==> src/design/rgb_to_hsv_top_assert.svh <==
// Assertion macros shared by the queue and divider modules of the color conversion block.
`ifndef RGB_TO_HSV_TOP_ASSERT_SVH
`define RGB_TO_HSV_TOP_ASSERT_SVH
`ifndef SYNTHESIS
`define RTH_ASSERT(lbl, clk, rst_n, prop, msg) \
  lbl: assert property (@(posedge clk) disable iff (!rst_n) prop) else $error(msg);
`define RTH_ASSERT_IMPL(lbl, clk, rst_n, pre, post, msg) \
  lbl: assert property (@(posedge clk) disable iff (!rst_n) (pre) |=> (post)) else $error(msg);
`else
`define RTH_ASSERT(lbl, clk, rst_n, prop, msg)
`define RTH_ASSERT_IMPL(lbl, clk, rst_n, pre, post, msg)
`endif
`endif

==> src/design/rth_pkg.sv <==
package rth_pkg;

  localparam int COMPONENT_BITS = 8;
  localparam int QUO_BITS = 16;
  localparam int HUE_W = COMPONENT_BITS + 3;
  localparam int SAT_W = COMPONENT_BITS;

  typedef struct packed {
    logic [COMPONENT_BITS-1:0] red;
    logic [COMPONENT_BITS-1:0] green;
    logic [COMPONENT_BITS-1:0] blue;
  } pixel_t;

  typedef struct packed {
    logic [QUO_BITS-1:0]       hue;
    logic [QUO_BITS-1:0]       saturation;
    logic [COMPONENT_BITS-1:0] value;
  } hsv_t;

  typedef struct packed {
    logic [HUE_W-1:0]          hue_rem;
    logic [HUE_W-1:0]          hue_div;
    logic [SAT_W-1:0]          sat_rem;
    logic [QUO_BITS-1:0]       sat_lo;
    logic [SAT_W-1:0]          sat_div;
    logic [COMPONENT_BITS-1:0] value;
  } work_t;

  function automatic logic [HUE_W:0] hue_step(logic [HUE_W-1:0] rem, logic [HUE_W-1:0] dvs);
    logic [HUE_W:0] sh;
    logic [HUE_W:0] df;
    sh = {rem, 1'b0};
    df = sh - {1'b0, dvs};
    if (sh >= {1'b0, dvs}) begin
      return {1'b1, df[HUE_W-1:0]};
    end
    return {1'b0, sh[HUE_W-1:0]};
  endfunction

  function automatic logic [SAT_W:0] sat_step(logic [SAT_W-1:0] rem, logic bit_in,
                                               logic [SAT_W-1:0] dvs);
    logic [SAT_W:0] sh;
    logic [SAT_W:0] df;
    sh = {rem, bit_in};
    df = sh - {1'b0, dvs};
    if (sh >= {1'b0, dvs}) begin
      return {1'b1, df[SAT_W-1:0]};
    end
    return {1'b0, sh[SAT_W-1:0]};
  endfunction

endpackage

==> src/design/rgb_to_hsv_top.sv <==
// RGB to HSV color conversion.
// The input channel (in_valid_i, in_ready_o, in_data_i) takes one pixel per
// transaction as red, green and blue components. The output channel
// (out_valid_o, out_ready_i, out_data_o) gives hue, saturation and value.
// A front stage finds the largest and smallest component, the hue sector and
// the dividends and divisors, and hands its work to a small queue.
// The back part runs both divisions through a 16 stage pipeline that retires
// one quotient bit per stage for hue and saturation side by side.
// Without stalls one pixel is taken and one result given every cycle.
// When the receiver stalls, the divider pipeline holds in place, the queue
// fills, and in_ready_o falls once the queue and front stage are full.
// Reset empties the front stage, the queue and the pipeline; no results are
// pending afterward and the block is ready in the first cycle.
module rgb_to_hsv_top
  import rth_pkg::*;
#(
  parameter int QUEUE_DEPTH = 4
) (
  input  logic   clk_i,
  input  logic   rst_ni,
  input  logic   in_valid_i,
  output logic   in_ready_o,
  input  pixel_t in_data_i,
  output logic   out_valid_o,
  input  logic   out_ready_i,
  output hsv_t   out_data_o
);

  logic  push;
  logic  push_ready;
  work_t push_data;
  logic  pop_valid;
  logic  pop;
  work_t pop_data;

  rth_front u_front (
    .clk_i        (clk_i),
    .rst_ni       (rst_ni),
    .in_valid_i   (in_valid_i),
    .in_ready_o   (in_ready_o),
    .in_data_i    (in_data_i),
    .push_o       (push),
    .push_ready_i (push_ready),
    .work_o       (push_data)
  );

  rth_fifo #(
    .DEPTH (QUEUE_DEPTH)
  ) u_fifo (
    .clk_i        (clk_i),
    .rst_ni       (rst_ni),
    .push_i       (push),
    .push_ready_o (push_ready),
    .push_data_i  (push_data),
    .pop_valid_o  (pop_valid),
    .pop_i        (pop),
    .pop_data_o   (pop_data)
  );

  rth_back u_back (
    .clk_i        (clk_i),
    .rst_ni       (rst_ni),
    .work_valid_i (pop_valid),
    .pop_o        (pop),
    .work_i       (pop_data),
    .out_valid_o  (out_valid_o),
    .out_ready_i  (out_ready_i),
    .out_data_o   (out_data_o)
  );

endmodule

==> src/design/rth_front.sv <==
module rth_front
  import rth_pkg::*;
(
  input  logic   clk_i,
  input  logic   rst_ni,
  input  logic   in_valid_i,
  output logic   in_ready_o,
  input  pixel_t in_data_i,
  output logic   push_o,
  input  logic   push_ready_i,
  output work_t  work_o
);

  localparam int C = COMPONENT_BITS;

  logic  valid_q;
  work_t work_q;
  work_t work_d;

  logic [C-1:0]    r, g, b, hi, lo, diff;
  logic [C+2:0]    d6;
  logic [C+3:0]    num;
  logic [C+3:0]    num_fix;
  logic [C+15:0]   satn;

  always_comb begin
    r = in_data_i.red;
    g = in_data_i.green;
    b = in_data_i.blue;
    hi = (r > g) ? r : g;
    hi = (hi > b) ? hi : b;
    lo = (r < g) ? r : g;
    lo = (lo < b) ? lo : b;
    diff = hi - lo;
    d6 = {1'b0, diff, 2'b00} + {2'b00, diff, 1'b0};
    if (r == hi) begin
      num = {4'b0000, g} - {4'b0000, b};
    end else if (g == hi) begin
      num = {3'b000, diff, 1'b0} + {4'b0000, b} - {4'b0000, r};
    end else begin
      num = {2'b00, diff, 2'b00} + {4'b0000, r} - {4'b0000, g};
    end
    num_fix = num[C+3] ? (num + {1'b0, d6}) : num;
    satn = {diff, 16'h0000} - {16'h0000, diff};
    work_d.hue_rem = num_fix[C+2:0];
    work_d.hue_div = (diff == '0) ? HUE_W'(1) : d6;
    work_d.sat_rem = satn[C+15:16];
    work_d.sat_lo  = satn[15:0];
    work_d.sat_div = (hi == '0) ? SAT_W'(1) : hi;
    work_d.value   = hi;
  end

  assign push_o     = valid_q && push_ready_i;
  assign in_ready_o = !valid_q || push_ready_i;
  assign work_o     = work_q;

  always_ff @(posedge clk_i or negedge rst_ni) begin
    if (!rst_ni) begin
      valid_q <= 1'b0;
    end else if (in_ready_o) begin
      valid_q <= in_valid_i;
    end
  end

  always_ff @(posedge clk_i) begin
    if (in_ready_o && in_valid_i) begin
      work_q <= work_d;
    end
  end

endmodule

==> src/design/rth_fifo.sv <==
`include "rgb_to_hsv_top_assert.svh"

module rth_fifo
  import rth_pkg::*;
#(
  parameter int DEPTH = 4
) (
  input  logic  clk_i,
  input  logic  rst_ni,
  input  logic  push_i,
  output logic  push_ready_o,
  input  work_t push_data_i,
  output logic  pop_valid_o,
  input  logic  pop_i,
  output work_t pop_data_o
);

  localparam int PW = $clog2(DEPTH);
  localparam int CW = $clog2(DEPTH + 1);

  work_t         mem_q [DEPTH];
  logic [PW-1:0] wr_ptr_q, wr_ptr_d;
  logic [PW-1:0] rd_ptr_q, rd_ptr_d;
  logic [CW-1:0] count_q, count_d;

  assign push_ready_o = (count_q != CW'(DEPTH));
  assign pop_valid_o  = (count_q != '0);
  assign pop_data_o   = mem_q[rd_ptr_q];

  always_comb begin
    wr_ptr_d = wr_ptr_q;
    rd_ptr_d = rd_ptr_q;
    count_d  = count_q;
    if (push_i) begin
      wr_ptr_d = (wr_ptr_q == PW'(DEPTH - 1)) ? '0 : wr_ptr_q + 1'b1;
    end
    if (pop_i) begin
      rd_ptr_d = (rd_ptr_q == PW'(DEPTH - 1)) ? '0 : rd_ptr_q + 1'b1;
    end
    if (push_i && !pop_i) begin
      count_d = count_q + 1'b1;
    end else if (pop_i && !push_i) begin
      count_d = count_q - 1'b1;
    end
  end

  always_ff @(posedge clk_i or negedge rst_ni) begin
    if (!rst_ni) begin
      wr_ptr_q <= '0;
      rd_ptr_q <= '0;
      count_q  <= '0;
    end else begin
      wr_ptr_q <= wr_ptr_d;
      rd_ptr_q <= rd_ptr_d;
      count_q  <= count_d;
    end
  end

  always_ff @(posedge clk_i) begin
    if (push_i) begin
      mem_q[wr_ptr_q] <= push_data_i;
    end
  end

  `RTH_ASSERT(a_count_bound, clk_i, rst_ni, count_q <= CW'(DEPTH), "Queue count exceeds depth.")
  `RTH_ASSERT_IMPL(a_count_inc, clk_i, rst_ni, push_i && !pop_i, count_q == CW'($past(count_q) + 1'b1), "Queue count did not grow on push.")
  `RTH_ASSERT(a_pop_nonempty, clk_i, rst_ni, !pop_i || (count_q != '0), "Pop from an empty queue.")

endmodule

==> src/design/rth_back.sv <==
`include "rgb_to_hsv_top_assert.svh"

module rth_back
  import rth_pkg::*;
(
  input  logic  clk_i,
  input  logic  rst_ni,
  input  logic  work_valid_i,
  output logic  pop_o,
  input  work_t work_i,
  output logic  out_valid_o,
  input  logic  out_ready_i,
  output hsv_t  out_data_o
);

  localparam int NS = QUO_BITS;

  typedef struct packed {
    logic [HUE_W-1:0]          hue_rem;
    logic [HUE_W-1:0]          hue_div;
    logic [QUO_BITS-1:0]       hue_q;
    logic [SAT_W-1:0]          sat_rem;
    logic [QUO_BITS-1:0]       sat_lo;
    logic [SAT_W-1:0]          sat_div;
    logic [QUO_BITS-1:0]       sat_q;
    logic [COMPONENT_BITS-1:0] value;
  } stage_t;

  logic   [NS:0] vld_q;
  stage_t        st_q [NS+1];
  logic          adv;

  assign adv   = !vld_q[NS] || out_ready_i;
  assign pop_o = work_valid_i && adv;

  always_ff @(posedge clk_i or negedge rst_ni) begin
    if (!rst_ni) begin
      vld_q <= '0;
    end else if (adv) begin
      vld_q <= {vld_q[NS-1:0], work_valid_i};
    end
  end

  always_ff @(posedge clk_i) begin
    if (adv) begin
      st_q[0].hue_rem <= work_i.hue_rem;
      st_q[0].hue_div <= work_i.hue_div;
      st_q[0].hue_q   <= '0;
      st_q[0].sat_rem <= work_i.sat_rem;
      st_q[0].sat_lo  <= work_i.sat_lo;
      st_q[0].sat_div <= work_i.sat_div;
      st_q[0].sat_q   <= '0;
      st_q[0].value   <= work_i.value;
    end
  end

  for (genvar k = 0; k < NS; k++) begin : g_step
    logic [HUE_W:0] hue_res;
    logic [SAT_W:0] sat_res;

    assign hue_res = hue_step(st_q[k].hue_rem, st_q[k].hue_div);
    assign sat_res = sat_step(st_q[k].sat_rem, st_q[k].sat_lo[QUO_BITS-1], st_q[k].sat_div);

    always_ff @(posedge clk_i) begin
      if (adv) begin
        st_q[k+1].hue_rem <= hue_res[HUE_W-1:0];
        st_q[k+1].hue_div <= st_q[k].hue_div;
        st_q[k+1].hue_q   <= {st_q[k].hue_q[QUO_BITS-2:0], hue_res[HUE_W]};
        st_q[k+1].sat_rem <= sat_res[SAT_W-1:0];
        st_q[k+1].sat_lo  <= {st_q[k].sat_lo[QUO_BITS-2:0], 1'b0};
        st_q[k+1].sat_div <= st_q[k].sat_div;
        st_q[k+1].sat_q   <= {st_q[k].sat_q[QUO_BITS-2:0], sat_res[SAT_W]};
        st_q[k+1].value   <= st_q[k].value;
      end
    end
  end

  assign out_valid_o           = vld_q[NS];
  assign out_data_o.hue        = st_q[NS].hue_q;
  assign out_data_o.saturation = st_q[NS].sat_q;
  assign out_data_o.value      = st_q[NS].value;

  `RTH_ASSERT(a_hue_rem, clk_i, rst_ni, !vld_q[NS] || (st_q[NS].hue_rem < st_q[NS].hue_div), "Hue remainder not below divisor.")
  `RTH_ASSERT(a_sat_rem, clk_i, rst_ni, !vld_q[NS] || (st_q[NS].sat_rem < st_q[NS].sat_div), "Saturation remainder not below divisor.")

endmodule

==> config.mk <==
export PLATFORM = sky130hd
export DESIGN_NAME = rgb_to_hsv_top
export DESIGN_NICKNAME = d
export VERILOG_FILES = /design/src/design/rth_pkg.sv /design/src/design/rgb_to_hsv_top.sv /design/src/design/rth_front.sv /design/src/design/rth_fifo.sv /design/src/design/rth_back.sv
export VERILOG_INCLUDE_DIRS = /design/src /design/src/design
export SDC_FILE = /design/constraint.sdc
export NUM_CORES = 2
export LEC_CHECK = 0
export BUFFER_PORTS_ARGS = -buffer_cell sky130_fd_sc_hd__buf_2
export CAP_MARGIN = 20
export CORE_ASPECT_RATIO = 0.6
export CORE_MARGIN = 2
export CORE_UTILIZATION = 42
export CTS_CLUSTER_SIZE = 40
export DETAILED_ROUTE_END_ITERATION = 7
export MAX_ROUTING_LAYER = met4
export PLACE_DENSITY = 0.62
export SLEW_MARGIN = 30
export SYNTH_ARGS = -nofsm -noshare
export SYNTH_HDL_FRONTEND = slang
export SYNTH_HIERARCHICAL = 1
export SYNTH_SLANG_ARGS = --single-unit
==> constraint.sdc <==
create_clock -name clk_i -period 40.4 [get_ports clk_i]
set_clock_uncertainty 0.2 [all_clocks]
set_input_delay 0 -clock clk_i [delete_from_list [all_inputs] [get_ports clk_i]]
set_output_delay 0 -clock clk_i [all_outputs]
set_load 0.02 [all_outputs]
* After elaboration in Yosys (flattened, before gate mapping)
Memory sizes are Yosys's and may differ from the RTL's. Index checks and enable logic that the tools add are counted.
Operators by class: $add $sub $neg 45, $lt $le $gt $ge 36, equal/unequal tests 5, muxes and demuxes 111, reductions and logical operators 15
Operators with widths (count):
- 12-bit two-way mux | 34
- 9-bit two-way mux | 32
- 12-bit by 11-bit greater-or-equal comparator with 1-bit output | 16
- 11-bit subtractor | 16
- 9-bit by 8-bit greater-or-equal comparator with 1-bit output | 16
- 8-bit subtractor | 17
- 1-bit two-way mux | 36
- 8-bit two-way mux | 4
- 12-bit by 8-bit subtractor with 12-bit output | 2
- 24-bit by 8-bit subtractor with 24-bit output | 1
- 8-bit equality test | 2
- 8-bit greater-than comparator | 2
- 8-bit zero test | 2
- 8-bit less-than comparator | 2
- 10-bit by 8-bit adder with 11-bit output | 1
- 10-bit by 9-bit adder with 11-bit output | 1
- 11-bit adder | 1
- 11-bit two-way mux | 1
- 9-bit by 8-bit adder with 10-bit output | 1
- 8-bit by 8-bit subtractor with 9-bit output | 1
- 3-bit two-way mux | 2
- 1-bit logical AND | 5
- 2-bit by 1-bit adder with 2-bit output (second input constant) | 2
- 2-bit equality test (second input constant) | 2
- other kinds (8) | 13
Storage, ports and cells: register bits 87, bits in writable memories 1846, output and inout port bits 42, logic and storage cells 225, memories 2
Memories:
- u_back.st_q | depth 17, bits a word 94, rd ports 17, clocked after memory_dff 0, write ports 17, RTL line rth_back.sv:30 | stage_t st_q [NS+1];
- u_fifo.mem_q | depth 4, bits a word 62, rd ports 1, clocked after memory_dff 0, write ports 1, RTL line rth_fifo.sv:21 | work_t mem_q [DEPTH];

* Depth between registers and ports, before layout
word-level depth 11, depth in mapped cells 46, depth with buffers taken out 43

* Cells and area by module
The synthesis kept the hierarchy.
Modules (own cells, without submodules):
- rth_back | times used 1, cells each 3684, area each 52915.8 um^2, sequential area each 35018.6 um^2
- rth_fifo | times used 1, cells each 362, area each 9437.8 um^2, sequential area each 7622.3 um^2
- rth_front | times used 1, cells each 749, area each 6804.0 um^2, sequential area each 1856.8 um^2

* Least setup slack after synthesis
OpenSTA, ideal clock, no wires.
path type reg2reg, from register u_back.vld_q[16], to register u_back.vld_q[10], arrival 36018 ps, slack 3988 ps, stages on the path, launching flop included 5, buffers on the path 2, period minus slack after synthesis 36412 ps, cells stage by stage dfrtp_1 nand2b_1 clkbuf_1 buf_1 mux2_2
Between the ends: word-level cells in the longest chain between the ends 2
RTL lines:
- start, declared | RTL line rth_back.sv:29 | logic [NS:0] vld_q;
- start signal, assigned | RTL line rth_back.sv:40 | vld_q <= {vld_q[NS-1:0], work_valid_i};
- 1-bit zero test | RTL line rth_back.sv:33 | assign adv = !vld_q[NS] || out_ready_i;
- 1-bit logical OR | RTL line rth_back.sv:33
Every way passes these cells. A chain may end at the register's enable or synchronous reset.

* Final worst setup path
from input in_data_i[15] (netlist bit), to register u_front.work_q, in the netlist u_front/work_o[61], data pin
Between the ends: word-level cells in the longest chain between the ends 11, elaborated cells on any way between the ends 21
RTL lines:
- start, declared | RTL line rgb_to_hsv_top.sv:23 | input pixel_t in_data_i,
- 8-bit greater-than comparator | RTL line rth_front.sv:30 | hi = (r > g) ? r : g;
- 8-bit two-way mux * | RTL line rth_front.sv:30
- 8-bit greater-than comparator | RTL line rth_front.sv:31 | hi = (hi > b) ? hi : b;
- 8-bit two-way mux * | RTL line rth_front.sv:31
- net u_front.hi[2] | RTL line rth_front.sv:20 | logic [C-1:0] r, g, b, hi, lo, diff;
- 8-bit subtractor | RTL line rth_front.sv:34 | diff = hi - lo;
- 10-bit by 8-bit adder with 11-bit output or 9-bit by 8-bit adder with 10-bit output (tied branches) | RTL line rth_front.sv:41, rth_front.sv:39
- 12-bit by 8-bit subtractor with 12-bit output, on equally long branches | RTL line rth_front.sv:41, rth_front.sv:39
- 12-bit two-way mux | RTL line rth_front.sv:38 | end else if (g == hi) begin
- 12-bit two-way mux | RTL line rth_front.sv:36 | if (r == hi) begin
- 11-bit adder | RTL line rth_front.sv:43 | num_fix = num[C+3] ? (num + {1'b0, d6}) : num;
- 11-bit two-way mux * | RTL line rth_front.sv:43
- net u_front.num_fix[10] | RTL line rth_front.sv:23 | logic [C+3:0] num_fix;
- end signal, assigned | RTL line rth_front.sv:67 | work_q <= work_d;
- end, declared | RTL line rth_front.sv:17 | work_t work_q;
Mark *: on every way through the listed nets, which the timed path passes. The rest lies on a longest branch.

==> flow_metrics.tcl <==
set metrics [dict create \
    post-route-period-util 0.2496 \
    grt_usage 0.1606 \
    clock_latency_ns 0.79 \
    drive_gt1_frac 0.1266 \
    p_sw_w 0.002497 \
    chipHeight_um 318.3 \
    clockBufferDepth 3 \
    cts_tree "done" \
    tns_ns 0 \
    clkPwrFrac 0.187 \
    swShare 0.3538 \
    cp-end-kind "register" \
    synth-seq-cells 1486 \
    drt-pass1-iter-count 5 \
    grt_overflow 0 \
    hp-class "input port to register" \
    worstPathArrival_ns 10.53 \
    path_class "input port to register" \
    dpl_cell_area_mm2 0.07205 \
    hold_buffers 39 \
    required_ns 40.85 \
    num_vias 37840 \
    yosys.cell_types.count 92 \
    synth_flop_cell "edfxtp_1" \
    areaGrowthSynthToFinish_pct 11.55 \
    dieWidth_um 527.9 \
    fp.coreArea_mm2 0.1637 \
    grt_pass1_wl_mm 207.6 \
    routed_wl_mm 131.0 \
    status "complete, no violations" \
    initial_utilization 0.4224 \
    layout_min_cycle_time_ns 10.08 \
    syn-num-nets 5264 \
    p_per_area_mw_per_mm2 91.49 \
    dp_cells 6994 \
    ant_nets 0 \
    synth_area_mm2 0.06916 \
    slowest_stage "dlygate4sd3_1" \
    cts_root_buffer "clkbuf_16" \
    wl_per_cell_um 17.96 \
    layout.nets 5485 \
    die_area_mm2 0.1680 \
    routed_via_density 5.189 \
    synth_edf_count 1461 \
    leakage_nw 29.11 \
    slew_headroom 0.3754 \
    layoutNonFillerInstCount 7293 \
    cpPeakStageDelay_ns 0.61 \
    tightest_slew_ns 0.9369 \
    cp_max_fo 29 \
    seqPwrFrac 0.381 \
    critPathLaunchType "input port" \
    gp_congestion 0.9124 \
    post_cts_buffers 0 \
    p_comb_frac 0.431 \
    clk_pin_slew_ns 0.06 \
    p_int_w 0.004561 \
    syn_area_per_cell_um2 14.42 \
    antenna_found_initial 1 \
    fin_util 0.4711 \
    clock-sinks 1486 \
    initialDrtViolationCount 3678 \
    grt_start_max_net_pins 180 \
    drv_slew 0 \
    cts_buffers 144 \
    fmax_mhz 99.17 \
    drv_cap 0 \
    cts-htree-levels 4 \
    setup_viol 0 \
    io_pins 70 \
    async_reset_ff_frac 0.01682 \
    peakVddDrop_mv 0.06754 \
    dp_hpwl_mm 89.04 \
    first_global_vias 36420 \
    ys_warn_count 6 \
    fp-row-count 115 \
    final_area_mm2 0.07715 \
    cts_resized 0 \
    portBuffers 69 \
    finalHoldViolCount 0 \
    synthCells 4795 \
    rsz0062_at_grt "no" \
    drc 0 \
    yosysSeqAreaShare 0.6434 \
]
## power by group through the flow
stage	Sequential, W	Clock [W]	Combinational (W)
global route	0.00275	0.00144	0.00341
floorplan	0.00283	0	0.00243
detailed placement	0.00272	0	0.00301
CTS	0.00270	0.00137	0.00304
global placement	0.00271	0	0.00295
finish	0.00269	0.00132	0.00305
## flip-flops by register name (all words and copies together) (netlist names)
signal / count
u_back/st_q: 1152
u_fifo/mem_q: 248
u_front/work_o: 61
u_back/vld_q: 17
u_fifo/count_q: 3
u_fifo/rd_ptr_q: 2
u_fifo/wr_ptr_q: 2
u_front/valid_q: 1
## final cells by class
type | instances | area (um2)
well taps | 2164 | 2708
repair buffers | 143 | 1079
flip-flops and latches | 1486 | 44500
diodes | 1 | 2.502
inverters | 495 | 1858
clock inverters | 85 | 927.1
multi-input cells | 2746 | 22360
clock buffers | 173 | 3712
fillers | 14060 | 86600
## per-stage QoR
stage,power (W),worst slack [ns],hold WS [ns]
2_1_floorplan,0.005260,3.988,-0.4956
3_3_place_gp,0.005658,30.37,-0.1882
3_5_place_dp,0.005731,30.68,-0.1789
4_1_cts,0.007104,30.57,0.003682
5_1_grt,0.007589,29.60,0.1224
6_report,0.007059,30.32,0.09818
## path summary, 6_finish.rpt
check                      slack [ns]                             end  depth (start not counted)                    startpoint
min                               0.1    u_front/work_o[59]$_DFFE_PP_                          6                 in_data_i[18]
max in group asynchronous       39.25  u_fifo/rd_ptr_q[0]$_DFFE_PN0P_                          5                        rst_ni
max reg2reg                     34.55   u_back/st_q[16][56]$_DFFE_PN_                          7  u_back/vld_q[16]$_DFFE_PN0N_
min in group asynchronous        0.59  u_fifo/rd_ptr_q[1]$_DFFE_PN0P_                          5                        rst_ni
max                             30.32    u_front/work_o[61]$_DFFE_PP_                         43                 in_data_i[15]
min reg2reg                      0.21    u_back/st_q[12][0]$_DFFE_PN_                          0  u_back/st_q[11][0]$_DFFE_PN_
## worst max-delay path: cells and delay by family
kind	cells	cell delay, ns
AO/OA/AOI/OAI	14	2.82
XOR/XNOR	2	0.45
adder cells (fa/ha/maj)	6	2.20
buffers and inverters	9	2.34
multiplexers	3	1.06
AND/OR/NAND/NOR	9	1.63
## synth_stat cells, types with 28 or more instances
cell	instances	area [um2]
nor2b_1	59	369.1
a21o_1	53	397.9
mux4_2	58	1306
nor2_1	310	1164
xor2_1	71	621.9
a31o_2	37	324.1
mux2_2	108	1216
mux2_4	69	1036
o21a_1	60	450.4
nand2_1	150	563.0
nor3_1	61	305.3
edfxtp_1	1461	43870
fa_1	51	1021
o21ai_0	194	970.9
a21boi_0	41	307.8
a211oi_1	46	345.3
or3_1	32	200.2
nand2b_1	64	400.4
inv_1	491	1843
ha_1	390	4880
and2_1	34	212.7
a21oi_1	291	1456
o21bai_1	28	210.2
mux2i_1	29	290.3
nand3_1	51	255.2
xnor2_1	147	1287
o211ai_1	46	345.3
## logic make-up after synthesis
logic type / synth area share
AOI/OAI and AO/OA: 0.09336
DFF: 0.6434
xor gates and xnor gates: 0.02831
adders and majority gates: 0.08532
and+or+nand+nor: 0.05858
muxes: 0.05717
buffers and inverters: 0.03383
## routing by layer
metal  global-route usage  part of all wire  vias up
met3              0.03234             0.056      166
met1               0.2624              0.55    18410
li1                     -                 -    18430
met5                    -                 0        -
met2               0.1990              0.38      840
met4              0.03606             0.017        0
## cells in the final DEF, fill, tap and decap left out, types with 23 or more instances in the layout
master / Yosys / layout
nand2b_1: 64 / 63
ha_1: 390 / 390
nor2b_1: 59 / 59
o21bai_1: 28 / 28
inv_1: 491 / 491
clkbuf_1: 19 / 29
fa_1: 51 / 51
dlygate4sd3_1: 0 / 38
o21ai_0: 194 / 194
mux2_4: 69 / 69
edfxtp_1: 1461 / 1461
nor2_1: 310 / 309
a31o_2: 37 / 37
clkinv_2: 0 / 27
and2_1: 34 / 29
mux4_2: 58 / 58
nand3_1: 51 / 51
mux2i_1: 29 / 29
clkinv_1: 1 / 25
o21a_1: 60 / 60
nand2_1: 150 / 150
o211ai_1: 46 / 46
xor2_1: 71 / 71
or3_1: 32 / 32
mux2_2: 108 / 108
a21oi_1: 291 / 291
nor3_1: 61 / 61
dfrtp_1: 25 / 23
buf_4: 1 / 23
a21boi_0: 41 / 41
clkbuf_16: 0 / 144
xnor2_1: 147 / 146
a211oi_1: 46 / 46
a21o_1: 53 / 53
buf_2: 16 / 69
No activity file was read; power rests on OpenSTA's default activity.
